**src/rcb_pkg.sv**
```systemverilog
// Shared types, constants and pixel helper functions of the RGB565 crossfade blender.
package rcb_pkg;

   // Default raster geometry.
   localparam int SCREEN_WIDTH_DEFAULT  = 800;
   localparam int SCREEN_HEIGHT_DEFAULT = 480;

   // Blend arithmetic constants.
   localparam logic [31:0] FIELD_MASK  = 32'h07E0_F81F;
   localparam logic [5:0]  FULL_LEVEL  = 6'd32;
   localparam int          LEVEL_SHIFT = 5;
   localparam int          HALF_SHIFT  = 16;

   // Field and internal widths.
   localparam int PIXEL_W     = 16;
   localparam int ADDR_W      = 19;
   localparam int LEVEL_W     = 6;
   localparam int LOGO_W_W    = 10;
   localparam int LOGO_H_W    = 9;
   localparam int COORD_W     = 11;
   localparam int GEO_W       = 12;
   localparam int CSR_INDEX_W = 4;
   localparam int CSR_DATA_W  = 16;
   localparam int QUEUE_DEPTH = 4;

   // Configuration register indexes.
   localparam logic [CSR_INDEX_W-1:0] CSR_MODE        = 4'd0;
   localparam logic [CSR_INDEX_W-1:0] CSR_LEVEL       = 4'd1;
   localparam logic [CSR_INDEX_W-1:0] CSR_LOGO_WIDTH  = 4'd2;
   localparam logic [CSR_INDEX_W-1:0] CSR_LOGO_HEIGHT = 4'd3;

   typedef struct packed {
      logic [PIXEL_W-1:0] logo_pixel;
      logic [PIXEL_W-1:0] dash_pixel;
      logic               frame_start;
   } req_type;

   typedef struct packed {
      logic [PIXEL_W-1:0] pixel_out;
      logic [ADDR_W-1:0]  fb_address;
      logic               frame_last;
   } rsp_type;

   // Decoded configuration, held ready for the front and back ends.
   typedef struct packed {
      logic               mode;
      logic [LEVEL_W-1:0] level;
      logic [GEO_W-1:0]   logo_w;
      logic [GEO_W-1:0]   logo_h;
      logic [GEO_W-1:0]   origin_x;
      logic [GEO_W-1:0]   origin_y;
      logic [GEO_W-1:0]   end_x;
      logic [GEO_W-1:0]   end_y;
   } cfg_type;

   // One classified item waiting for the blend unit.
   typedef struct packed {
      logic [PIXEL_W-1:0] base_pixel;
      logic [PIXEL_W-1:0] target_pixel;
      logic               pass_raw;
      logic [COORD_W-1:0] screen_row;
      logic [COORD_W-1:0] screen_col;
      logic               frame_last;
   } work_type;

   function automatic logic [31:0] widen565(input logic [PIXEL_W-1:0] c);
      return ({16'h0000, c} | {c, 16'h0000}) & FIELD_MASK;
   endfunction

   function automatic logic [PIXEL_W-1:0] narrow565(input logic [31:0] x);
      return x[15:0] | x[31:16];
   endfunction

endpackage

```
**src/rcb_csr.sv**
```systemverilog
// Configuration registers and the derived logo geometry.
module rcb_csr #(
   parameter int SCREEN_WIDTH  = 800,
   parameter int SCREEN_HEIGHT = 480
) (
   input  logic                           clock,
   input  logic                           reset,
   input  logic                           csr_valid,
   output logic                           csr_ready,
   input  logic [rcb_pkg::CSR_INDEX_W-1:0] csr_index,
   input  logic [rcb_pkg::CSR_DATA_W-1:0]  csr_wdata,
   output rcb_pkg::cfg_type               cfg
);
   import rcb_pkg::*;

   localparam logic [GEO_W-1:0] SW_G = GEO_W'(SCREEN_WIDTH);
   localparam logic [GEO_W-1:0] SH_G = GEO_W'(SCREEN_HEIGHT);
   localparam logic [GEO_W-1:0] OX_RESET = GEO_W'((SCREEN_WIDTH - 1) / 2);
   localparam logic [GEO_W-1:0] OY_RESET = GEO_W'((SCREEN_HEIGHT - 1) / 2);

   function automatic logic [GEO_W-1:0] fit_size(input logic [GEO_W-1:0] v,
                                                 input logic [GEO_W-1:0] limit);
      if (v == '0) begin
         return GEO_W'(1);
      end
      return (v > limit) ? limit : v;
   endfunction

   cfg_type cfg_ff, cfg_in;
   logic [GEO_W-1:0] new_w, new_h;

   assign csr_ready = 1'b1;

   // Size the logo and place it at write time, so geometry is ready at once.
   always_comb begin
      new_w  = fit_size(GEO_W'(csr_wdata[LOGO_W_W-1:0]), SW_G);
      new_h  = fit_size(GEO_W'(csr_wdata[LOGO_H_W-1:0]), SH_G);
      cfg_in = cfg_ff;
      if (csr_valid) begin
         unique case (csr_index)
            CSR_MODE: begin
               cfg_in.mode = csr_wdata[0];
            end
            CSR_LEVEL: begin
               cfg_in.level = csr_wdata[LEVEL_W-1:0];
            end
            CSR_LOGO_WIDTH: begin
               cfg_in.logo_w   = new_w;
               cfg_in.origin_x = (SW_G - new_w) >> 1;
               cfg_in.end_x    = ((SW_G - new_w) >> 1) + new_w;
            end
            CSR_LOGO_HEIGHT: begin
               cfg_in.logo_h   = new_h;
               cfg_in.origin_y = (SH_G - new_h) >> 1;
               cfg_in.end_y    = ((SH_G - new_h) >> 1) + new_h;
            end
            default: begin
               cfg_in = cfg_ff;
            end
         endcase
      end
   end

   always_ff @(posedge clock) begin
      if (reset) begin
         cfg_ff.mode     <= 1'b1;
         cfg_ff.level    <= FULL_LEVEL;
         cfg_ff.logo_w   <= GEO_W'(1);
         cfg_ff.logo_h   <= GEO_W'(1);
         cfg_ff.origin_x <= OX_RESET;
         cfg_ff.origin_y <= OY_RESET;
         cfg_ff.end_x    <= OX_RESET + GEO_W'(1);
         cfg_ff.end_y    <= OY_RESET + GEO_W'(1);
      end else begin
         cfg_ff <= cfg_in;
      end
   end

   assign cfg = cfg_ff;

endmodule

```
**src/rcb_front.sv**
```systemverilog
// Raster position counters and classification of each accepted pixel.
module rcb_front #(
   parameter int SCREEN_WIDTH  = 800,
   parameter int SCREEN_HEIGHT = 480
) (
   input  logic              clock,
   input  logic              reset,
   input  rcb_pkg::cfg_type  cfg,
   input  logic              req_push,
   input  rcb_pkg::req_type  req_data,
   input  logic              queue_full,
   output logic              queue_push,
   output rcb_pkg::work_type work
);
   import rcb_pkg::*;

   localparam int COL_W = $clog2(SCREEN_WIDTH);
   localparam int ROW_W = $clog2(SCREEN_HEIGHT);

   logic [COL_W-1:0] col_cnt_ff, col_cnt_in, col_base, col;
   logic [ROW_W-1:0] row_cnt_ff, row_cnt_in, row_base, row;
   logic [GEO_W-1:0] span_w, span_h, col_g, row_g, col_plus, row_plus;
   logic             in_logo, col_wrap, row_wrap;

   assign queue_push = req_push && !queue_full;

   always_comb begin
      span_w   = cfg.mode ? GEO_W'(SCREEN_WIDTH) : cfg.logo_w;
      span_h   = cfg.mode ? GEO_W'(SCREEN_HEIGHT) : cfg.logo_h;
      col_base = req_data.frame_start ? '0 : col_cnt_ff;
      row_base = req_data.frame_start ? '0 : row_cnt_ff;
      // A counter left beyond the raster by a mode or size change restarts at zero.
      col      = (GEO_W'(col_base) >= span_w) ? '0 : col_base;
      row      = (GEO_W'(row_base) >= span_h) ? '0 : row_base;
      col_g    = GEO_W'(col);
      row_g    = GEO_W'(row);
      col_plus = col_g + GEO_W'(1);
      row_plus = row_g + GEO_W'(1);
      col_wrap = col_plus >= span_w;
      row_wrap = row_plus >= span_h;
      in_logo  = (row_g >= cfg.origin_y) && (row_g < cfg.end_y) &&
                 (col_g >= cfg.origin_x) && (col_g < cfg.end_x);

      if (cfg.mode) begin
         work.base_pixel = in_logo ? req_data.logo_pixel : '0;
         work.target_pixel = req_data.dash_pixel;
         work.pass_raw   = 1'b0;
         work.screen_row = COORD_W'(row_g);
         work.screen_col = COORD_W'(col_g);
      end else begin
         work.base_pixel = '0;
         work.target_pixel = req_data.logo_pixel;
         work.pass_raw   = cfg.level >= FULL_LEVEL;
         work.screen_row = COORD_W'(cfg.origin_y + row_g);
         work.screen_col = COORD_W'(cfg.origin_x + col_g);
      end
      work.frame_last = col_wrap && row_wrap;

      col_cnt_in = col_wrap ? '0 : col_plus[COL_W-1:0];
      if (col_wrap) begin
         row_cnt_in = row_wrap ? '0 : row_plus[ROW_W-1:0];
      end else begin
         row_cnt_in = row;
      end
   end

   always_ff @(posedge clock) begin
      if (reset) begin
         col_cnt_ff <= '0;
         row_cnt_ff <= '0;
      end else if (queue_push) begin
         col_cnt_ff <= col_cnt_in;
         row_cnt_ff <= row_cnt_in;
      end
   end

endmodule

```
**src/rcb_queue.sv**
```systemverilog
// Small first-in first-out queue between the front and back ends.
module rcb_queue #(
   parameter int DEPTH = 4,
   parameter int WIDTH = 8
) (
   input  logic             clock,
   input  logic             reset,
   input  logic             push,
   input  logic [WIDTH-1:0] push_data,
   output logic             full,
   input  logic             pop,
   output logic [WIDTH-1:0] pop_data,
   output logic             empty
);
   localparam int PTR_W = (DEPTH > 1) ? $clog2(DEPTH) : 1;
   localparam int CNT_W = $clog2(DEPTH + 1);

   logic [WIDTH-1:0] slot_ff [DEPTH];
   logic [PTR_W-1:0] wr_ptr_ff, rd_ptr_ff;
   logic [CNT_W-1:0] count_ff;
   logic             do_push, do_pop;

   function automatic logic [PTR_W-1:0] next_ptr(input logic [PTR_W-1:0] p);
      return (p == PTR_W'(DEPTH - 1)) ? '0 : p + PTR_W'(1);
   endfunction

   assign full     = count_ff == CNT_W'(DEPTH);
   assign empty    = count_ff == '0;
   assign do_push  = push && !full;
   assign do_pop   = pop && !empty;
   assign pop_data = slot_ff[rd_ptr_ff];

   always_ff @(posedge clock) begin
      if (do_push) begin
         slot_ff[wr_ptr_ff] <= push_data;
      end
   end

   always_ff @(posedge clock) begin
      if (reset) begin
         wr_ptr_ff <= '0;
         rd_ptr_ff <= '0;
         count_ff  <= '0;
      end else begin
         if (do_push) begin
            wr_ptr_ff <= next_ptr(wr_ptr_ff);
         end
         if (do_pop) begin
            rd_ptr_ff <= next_ptr(rd_ptr_ff);
         end
         if (do_push && !do_pop) begin
            count_ff <= count_ff + CNT_W'(1);
         end else if (do_pop && !do_push) begin
            count_ff <= count_ff - CNT_W'(1);
         end
      end
   end

endmodule

```
**src/rcb_back.sv**
```systemverilog
// Blend unit: multiply stage, then add, mask and pack into the result register.
module rcb_back #(
   parameter int SCREEN_WIDTH = 800
) (
   input  logic                        clock,
   input  logic                        reset,
   input  logic [rcb_pkg::LEVEL_W-1:0] level,
   input  logic                        queue_empty,
   input  rcb_pkg::work_type           work,
   output logic                        queue_pop,
   output rcb_pkg::rsp_type            rsp_data,
   output logic                        rsp_empty,
   input  logic                        rsp_pop
);
   import rcb_pkg::*;

   logic               s1_valid_ff, out_valid_ff;
   logic [31:0]        prod_ff, prod_in, base_ff, base_in, addr_full;
   logic               pass_ff, last_ff;
   logic [PIXEL_W-1:0] raw_ff;
   logic [ADDR_W-1:0]  addr_ff;
   rsp_type            out_ff, out_in;
   logic               out_move, s1_move;

   assign out_move  = !out_valid_ff || rsp_pop;
   assign s1_move   = !s1_valid_ff || out_move;
   assign queue_pop = s1_move && !queue_empty;

   always_comb begin
      base_in   = widen565(work.base_pixel);
      prod_in   = (widen565(work.target_pixel) - base_in) * 32'(level);
      addr_full = 32'(work.screen_row) * 32'(SCREEN_WIDTH) + 32'(work.screen_col);

      out_in.pixel_out  = pass_ff ? raw_ff :
                          narrow565((base_ff + (prod_ff >> LEVEL_SHIFT)) & FIELD_MASK);
      out_in.fb_address = addr_ff;
      out_in.frame_last = last_ff;
   end

   always_ff @(posedge clock) begin
      if (s1_move) begin
         prod_ff <= prod_in;
         base_ff <= base_in;
         pass_ff <= work.pass_raw;
         raw_ff  <= work.target_pixel;
         addr_ff <= addr_full[ADDR_W-1:0];
         last_ff <= work.frame_last;
      end
      if (out_move) begin
         out_ff <= out_in;
      end
   end

   always_ff @(posedge clock) begin
      if (reset) begin
         s1_valid_ff  <= 1'b0;
         out_valid_ff <= 1'b0;
      end else begin
         if (s1_move) begin
            s1_valid_ff <= !queue_empty;
         end
         if (out_move) begin
            out_valid_ff <= s1_valid_ff;
         end
      end
   end

   assign rsp_data  = out_ff;
   assign rsp_empty = !out_valid_ff;

endmodule

```
**src/rgb565_crossfade_blender_top.sv**
```systemverilog
// Top level of the RGB565 crossfade blender.
//
// Pixels arrive in raster order on a queue-style input: an item is taken at a
// rising edge with req_push high and req_full low. Each item yields exactly one
// result item on rsp_data, shown while rsp_empty is low and taken at an edge
// with rsp_pop high. The result carries the blended pixel, its frame-buffer
// address and a mark on the last pixel of the frame or logo.
// Configuration uses its own valid/ready write port; csr_ready is always high,
// and registers are meant to be written only while no items are in flight.
// An accepted item passes the queue, the multiply stage and the result
// register. While results are taken, one item per cycle is sustained: the
// front end classifies an item as it is accepted, a four-entry queue holds the
// classified items, and the back end runs one blend multiply per item.
// When the receiver stalls, the result register holds, the back end stops and
// the queue fills; req_full rises once four items are queued.
// Synchronous reset empties all stages, zeroes the raster counters and loads
// crossfade mode, full level and a one-by-one logo.
module rgb565_crossfade_blender_top #(
   parameter int SCREEN_WIDTH  = rcb_pkg::SCREEN_WIDTH_DEFAULT,
   parameter int SCREEN_HEIGHT = rcb_pkg::SCREEN_HEIGHT_DEFAULT
) (
   input  logic                            clock,
   input  logic                            reset,
   input  logic                            req_push,
   output logic                            req_full,
   input  rcb_pkg::req_type                req_data,
   output logic                            rsp_empty,
   input  logic                            rsp_pop,
   output rcb_pkg::rsp_type                rsp_data,
   input  logic                            csr_valid,
   output logic                            csr_ready,
   input  logic [rcb_pkg::CSR_INDEX_W-1:0] csr_index,
   input  logic [rcb_pkg::CSR_DATA_W-1:0]  csr_wdata
);
   import rcb_pkg::*;

   cfg_type  cfg;
   work_type front_work, back_work;
   logic     queue_push, queue_full, queue_pop, queue_empty;

   // Register file with the logo geometry derived as each size is written.
   rcb_csr #(
      .SCREEN_WIDTH (SCREEN_WIDTH),
      .SCREEN_HEIGHT(SCREEN_HEIGHT)
   ) u_csr (
      .clock    (clock),
      .reset    (reset),
      .csr_valid(csr_valid),
      .csr_ready(csr_ready),
      .csr_index(csr_index),
      .csr_wdata(csr_wdata),
      .cfg      (cfg)
   );

   // The front end owns the raster counters and decides inside or outside.
   rcb_front #(
      .SCREEN_WIDTH (SCREEN_WIDTH),
      .SCREEN_HEIGHT(SCREEN_HEIGHT)
   ) u_front (
      .clock     (clock),
      .reset     (reset),
      .cfg       (cfg),
      .req_push  (req_push),
      .req_data  (req_data),
      .queue_full(queue_full),
      .queue_push(queue_push),
      .work      (front_work)
   );

   // The input side is full exactly when the middle queue is full.
   assign req_full = queue_full;

   rcb_queue #(
      .DEPTH(QUEUE_DEPTH),
      .WIDTH($bits(work_type))
   ) u_queue (
      .clock    (clock),
      .reset    (reset),
      .push     (queue_push),
      .push_data(front_work),
      .full     (queue_full),
      .pop      (queue_pop),
      .pop_data (back_work),
      .empty    (queue_empty)
   );

   // The back end does the blend arithmetic and the address multiply.
   rcb_back #(
      .SCREEN_WIDTH(SCREEN_WIDTH)
   ) u_back (
      .clock      (clock),
      .reset      (reset),
      .level      (cfg.level),
      .queue_empty(queue_empty),
      .work       (back_work),
      .queue_pop  (queue_pop),
      .rsp_data   (rsp_data),
      .rsp_empty  (rsp_empty),
      .rsp_pop    (rsp_pop)
   );

endmodule

```
**config.mk**
```make
export PLATFORM = sky130hd
export DESIGN_NAME = rgb565_crossfade_blender_top
export DESIGN_NICKNAME = d
export VERILOG_FILES = /design/src/rcb_pkg.sv /design/src/rcb_csr.sv /design/src/rcb_front.sv /design/src/rcb_queue.sv /design/src/rcb_back.sv /design/src/rgb565_crossfade_blender_top.sv
export SDC_FILE = /design/constraint.sdc
export NUM_CORES = 1
export LEC_CHECK = 0
export ABC_CLOCK_PERIOD_IN_PS = 6950
export BUFFER_PORTS_ARGS = -buffer_cell sky130_fd_sc_hd__buf_4
export CAP_MARGIN = 10
export CORE_MARGIN = 5
export CORE_UTILIZATION = 50
export CTS_CLUSTER_SIZE = 16
export DETAILED_ROUTE_END_ITERATION = 8
export PLACE_DENSITY = 0.73
export SLEW_MARGIN = 0
export SYNTH_ARGS = -nofsm -noshare
export SYNTH_HDL_FRONTEND = slang
export SYNTH_SLANG_ARGS = --single-unit
```
**constraint.sdc**
```tcl
create_clock -name clock -period 6.95 [get_ports clock]
set_input_delay 1.7375 -clock clock [delete_from_list [all_inputs] [get_ports clock]]
set_output_delay 1.7375 -clock clock [all_outputs]
set_load 0.01 [all_outputs]
```
==> summary.md <==
| Metric | Value |
|---|---|
| Worst hold start | `u_back.addr_ff[2]` |
| Post-detail-place hpwl | `48,100 um` |
| Total count of hold-check failures in the final report | `0` |
| Clock slew at reported path FFs | `approximately 0.06 ns` |
| Die area | `around 60,000 um2` |
| Final setup vio count | `0` |
| Via count | `just under 20k` |
| Drt total wl | `65,130 um` |
| Placer Congestion | `about 0.9` |
| Register share of total power | `0.248` |
| Critical path peak fanout | `6` |
| Worst R2R Setup Slack | `about 0.26 ns` |
| Maximum buffer depth of the clock tree | `3` |
| Most common cell on crit path | `fa_1` |
| RSZ-0062 raised after global routing | `true` |
| Max Slew Vio Count | `0` |
| Clk pwr share | `0.154` |
| Vias in the first global route | `19.30k` |
| Internal | `9.232 mW` |
| Average cell area after synthesis | `between 10 and 15 um2` |
| Num rows | `86` |
| Fillers | `4,597` |
| CTS buffer count | `between 40 and 50` |
| Simple-Gate Fraction of Synth Area | `0.1253` |
| Synthesized instance count | `about 2.5k` |
| Combinational fraction of design power | `0.598` |
| # H-tree levels | `2` |
| Mux contribution to synthesized area | `0.05007` |
| Synthesized area | `roughly 28,000 um2` |
| LEAKAGE | `13.22 nW` |
| WL/cell | `18.84 um` |
| Highest clock rate | `0.1495 GHz` |
| Worst slew margin | `0.2733` |
| Antenna cells | `0` |
| CTS Root Cell | `clkbuf_16` |
| Clock skew | `around 0.033 ns` |
| Total grt overflow | `0` |
| Worst Setup Slack, final | `around 0.26 ns` |
| Data arrival time of the critical path | `7.02 ns` |
| Sequential fraction of the synthesis area | `0.4358` |
| CP max stage delay | `0.57 ns` |
| Worst slack, placed | `-0.1270 ns` |
| Hold_buf cts | `0` |
| Synthesis-to-finish area growth | `12.93%` |
| Worst-Skew Late Latency | `roughly 0.6 ns` |
| Synth cell types | `a little over 90` |
| Synth Area in XOR/XNOR | `0.03807` |
| EDFF count, synth | `340` |
| CP cell instances | `mux4_2 -> ha_4 -> fa_2 -> nor2b_2 -> o21ai_1 -> nand2b_1 -> inv_1 -> fa_1 -> nand2b_1 -> fa_1 -> fa_1 -> fa_1 -> inv_1 -> ha_1 -> nor4bb_1 -> a221o_1 -> a41o_1 -> o311ai_4 -> o21a_4 -> o21bai_2 -> a2111oi_4 -> o21bai_2 -> xnor2_1` |
| Num ports | `97` |
| Die boundary width | `roughly 250 um` |
| Crit path time final | `between 6 and 7 ns` |
| Outcome | `complete, no violations` |
| Critical Path End Type | `flop` |
| FF+latch count, synth | `roughly 440` |
| VDD IR-drop max | `between 400 and 500 uV` |
| Initial Util | `0.5053` |
| Gr usage total | `0.2145` |
| Setup crit start kind | `flop` |
| Final routed DRC violation total | `0` |
| Compound-gate portion of the synthesized area | `0.1106` |
| Max Cap Viol | `0` |
| Largest family of logic cells by synthesized area | `adder cells` |
| Via density | `around 5.6` |
| # port buffers | `between 80 and 90` |
| Async SR Flop Fraction | `0` |
| WHS Endpoint | `u_back.rsp_data[3]` |
| Initial antenna violation count | `1` |
| WP data required | `7.28 ns` |
| Worst-margin pin slew | `~1.1 ns` |
| Slowest cell on the critical path | `mux4_2` |
| Die span in y | `~250 um` |
| Primary FF master, synth | `edfxtp_1` |
| WHS Path Cells | `0` |
| P per Cell Area | `502.6 nW/um2` |
| Cell family with most CP delay | `adder cells` |
| DR pass1 iterations | `6` |
| Core Footprint | `between 50,000 and 60,000 um2` |
| CTS tree | `done` |
| Pin count of the biggest net entering global routing | `just over 70` |
| Cells on worst reg2reg path | `23` |
| Layout cells sized above 1 | `0.1365` |
| Syn. warnings | `0` |
| Clk sinks | `about 440` |
| CP Buf/Inv Count | `2` |
| Setup TNS | `0 ns` |
| Synthesized Nets | `slightly below 3k` |
| 1st-iter DRT viols | `1,594` |
| Fin nets | `3,068` |
| First-pass GRT wire length | `between 100,000 and 150,000 um` |
| Switching power total | `6.569 mW` |
| Sw Share | `0.4157` |
| Setup Crit Path Kind | `flop to flop` |
| HP Class | `flop to flop` |
| Fraction of the mapped netlist area in adder cells | `0.1838` |
| RR Endpoint | `u_back.prod_ff[31]` |
| Fin crit share | `0.9624` |
| Antenna-violating nets left | `0` |
[worst max path at each step]
stage,slack (ns),cells after the start,to
3_3_place_gp,-0.01,23,u_back.prod_ff[31]
3_5_place_dp,-0.13,23,u_back.prod_ff[31]
2_1_floorplan,0.007,29,u_back.prod_ff[31]
4_1_cts,0.01,26,u_back.prod_ff[31]
5_1_grt,-0.05,27,u_back.prod_ff[31]
6_report,0.26,23,u_back.prod_ff[31]
[logic make-up (layout without fill, tap and decap cells)]
logic type / Yosys count / count (layout)
AOI/OAI and AO/OA: 468 / 468
xor gates and xnor gates: 121 / 121
adders and majority gates: 337 / 337
buffers and inverters: 412 / 583
DFF: 436 / 436
muxes: 69 / 69
other: 2 / 2
and+or+nand+nor: 694 / 694
[repair_timing]
item | CTS | global route
endpoints found under the setup margin | 5 | 14
setup buffers | 0 | 10
gates cloned | 0 | 0
resized for setup | 5 | 23
hold endpoints to repair | 0 | 0
pin swaps | 2 | 10
[metrics by stage]
stage / area, um2 / hold slack, ns / power (mW) / utilization / cells
detailed placement: 29730 / 0.4045 / 13.21 / 0.5397 / 3362
global placement: 29730 / 0.4050 / 12.83 / 0.5397 / 3362
global route: 31440 / 0.4184 / 17.18 / 0.5707 / 3458
floorplan: 27860 / 0.4003 / 10.58 / - / 2539
finish: 31440 / 0.4017 / 15.80 / 0.5707 / 3458
CTS: 31250 / 0.4179 / 15.73 / 0.5673 / 3448
[placed cells by master, fill, tap and decap left out, types with 28 or more instances in the layout]
| master | synthesis | layout |
|---|---|---|
| fa_1 | 120 | 119 |
| nor2_1 | 119 | 119 |
| nand2_1 | 213 | 212 |
| ha_1 | 217 | 214 |
| and3_1 | 41 | 41 |
| nor2b_1 | 42 | 41 |
| nand3_1 | 36 | 36 |
| buf_4 | 2 | 184 |
| o21ai_0 | 100 | 96 |
| inv_1 | 309 | 307 |
| a21oi_1 | 141 | 137 |
| edfxtp_1 | 340 | 340 |
| mux4_2 | 56 | 56 |
| clkbuf_16 | 0 | 47 |
| dfxtp_1 | 96 | 93 |
| o211ai_1 | 28 | 28 |
| and2_1 | 109 | 105 |
| xor2_1 | 40 | 40 |
| a21o_1 | 41 | 41 |
| nor3_1 | 46 | 46 |
| xnor2_1 | 81 | 79 |
[state kept, by name, indices dropped and copies added (netlist names), named ones only]
register and count:
u_queue.slot_ff 224, u_csr.cfg 66, u_back.rsp_data 36, u_back.prod_ff 27, u_back.addr_ff 19, u_back.base_ff 16
u_back.raw_ff 16, u_front.col_cnt_ff 10, u_front.row_cnt_ff 9, u_queue.count_ff 3, u_queue.rd_ptr_ff 2, u_queue.wr_ptr_ff 2
u_back.last_ff 1, u_back.out_valid_ff 1, u_back.pass_ff 1, u_back.s1_valid_ff 1
[power by group through the flow]
| stage | Sequential [mW] | Combinational [mW] | Clock, mW |
|---|---|---|---|
| floorplan | 3.94 | 6.64 | 0 |
| global placement | 3.95 | 8.88 | 0 |
| detailed placement | 3.97 | 9.24 | 0 |
| CTS | 3.92 | 9.33 | 2.48 |
| global route | 3.96 | 10.6 | 2.60 |
| finish | 3.91 | 9.45 | 2.44 |
[area by class of cell]
class	count	area [um2]	area share
flip-flops and latches	436	12140	0.3861
clock inverters	33	287.8	0.009154
inverters	311	1167	0.03713
well taps	748	935.9	0.02977
repair buffers	186	1421	0.04521
clock buffers	53	1199	0.03813
multi-input cells	1691	14290	0.4545
[routing by layer]
metal	vias to the layer above	wire [um]	part of all wire	track usage
met5	-	0	0	0
li1	9156	-	-	-
met2	591	30070	0.46	0.3398
met4	0	1664	0.026	0.05957
met1	9537	28990	0.45	0.3072
met3	89	4404	0.068	0.03783
[Yosys cell counts (28+ instances only)]
master / number / share of area
o211ai_1: 28 / 0.0076
mux4_2: 56 / 0.045
xor2_1: 40 / 0.013
nor3_1: 46 / 0.0083
nand2_1: 213 / 0.029
edfxtp_1: 340 / 0.37
nor2b_1: 42 / 0.0094
nor2_1: 119 / 0.016
inv_1: 309 / 0.042
nand3_1: 36 / 0.0065
a21o_1: 41 / 0.011
ha_1: 217 / 0.098
clkbuf_1: 79 / 0.011
and3_1: 41 / 0.0092
fa_1: 120 / 0.086
o21ai_0: 100 / 0.018
dfxtp_1: 96 / 0.069
xnor2_1: 81 / 0.025
a21oi_1: 141 / 0.025
and2_1: 109 / 0.024
No activity file was read; power rests on OpenSTA's default activity.
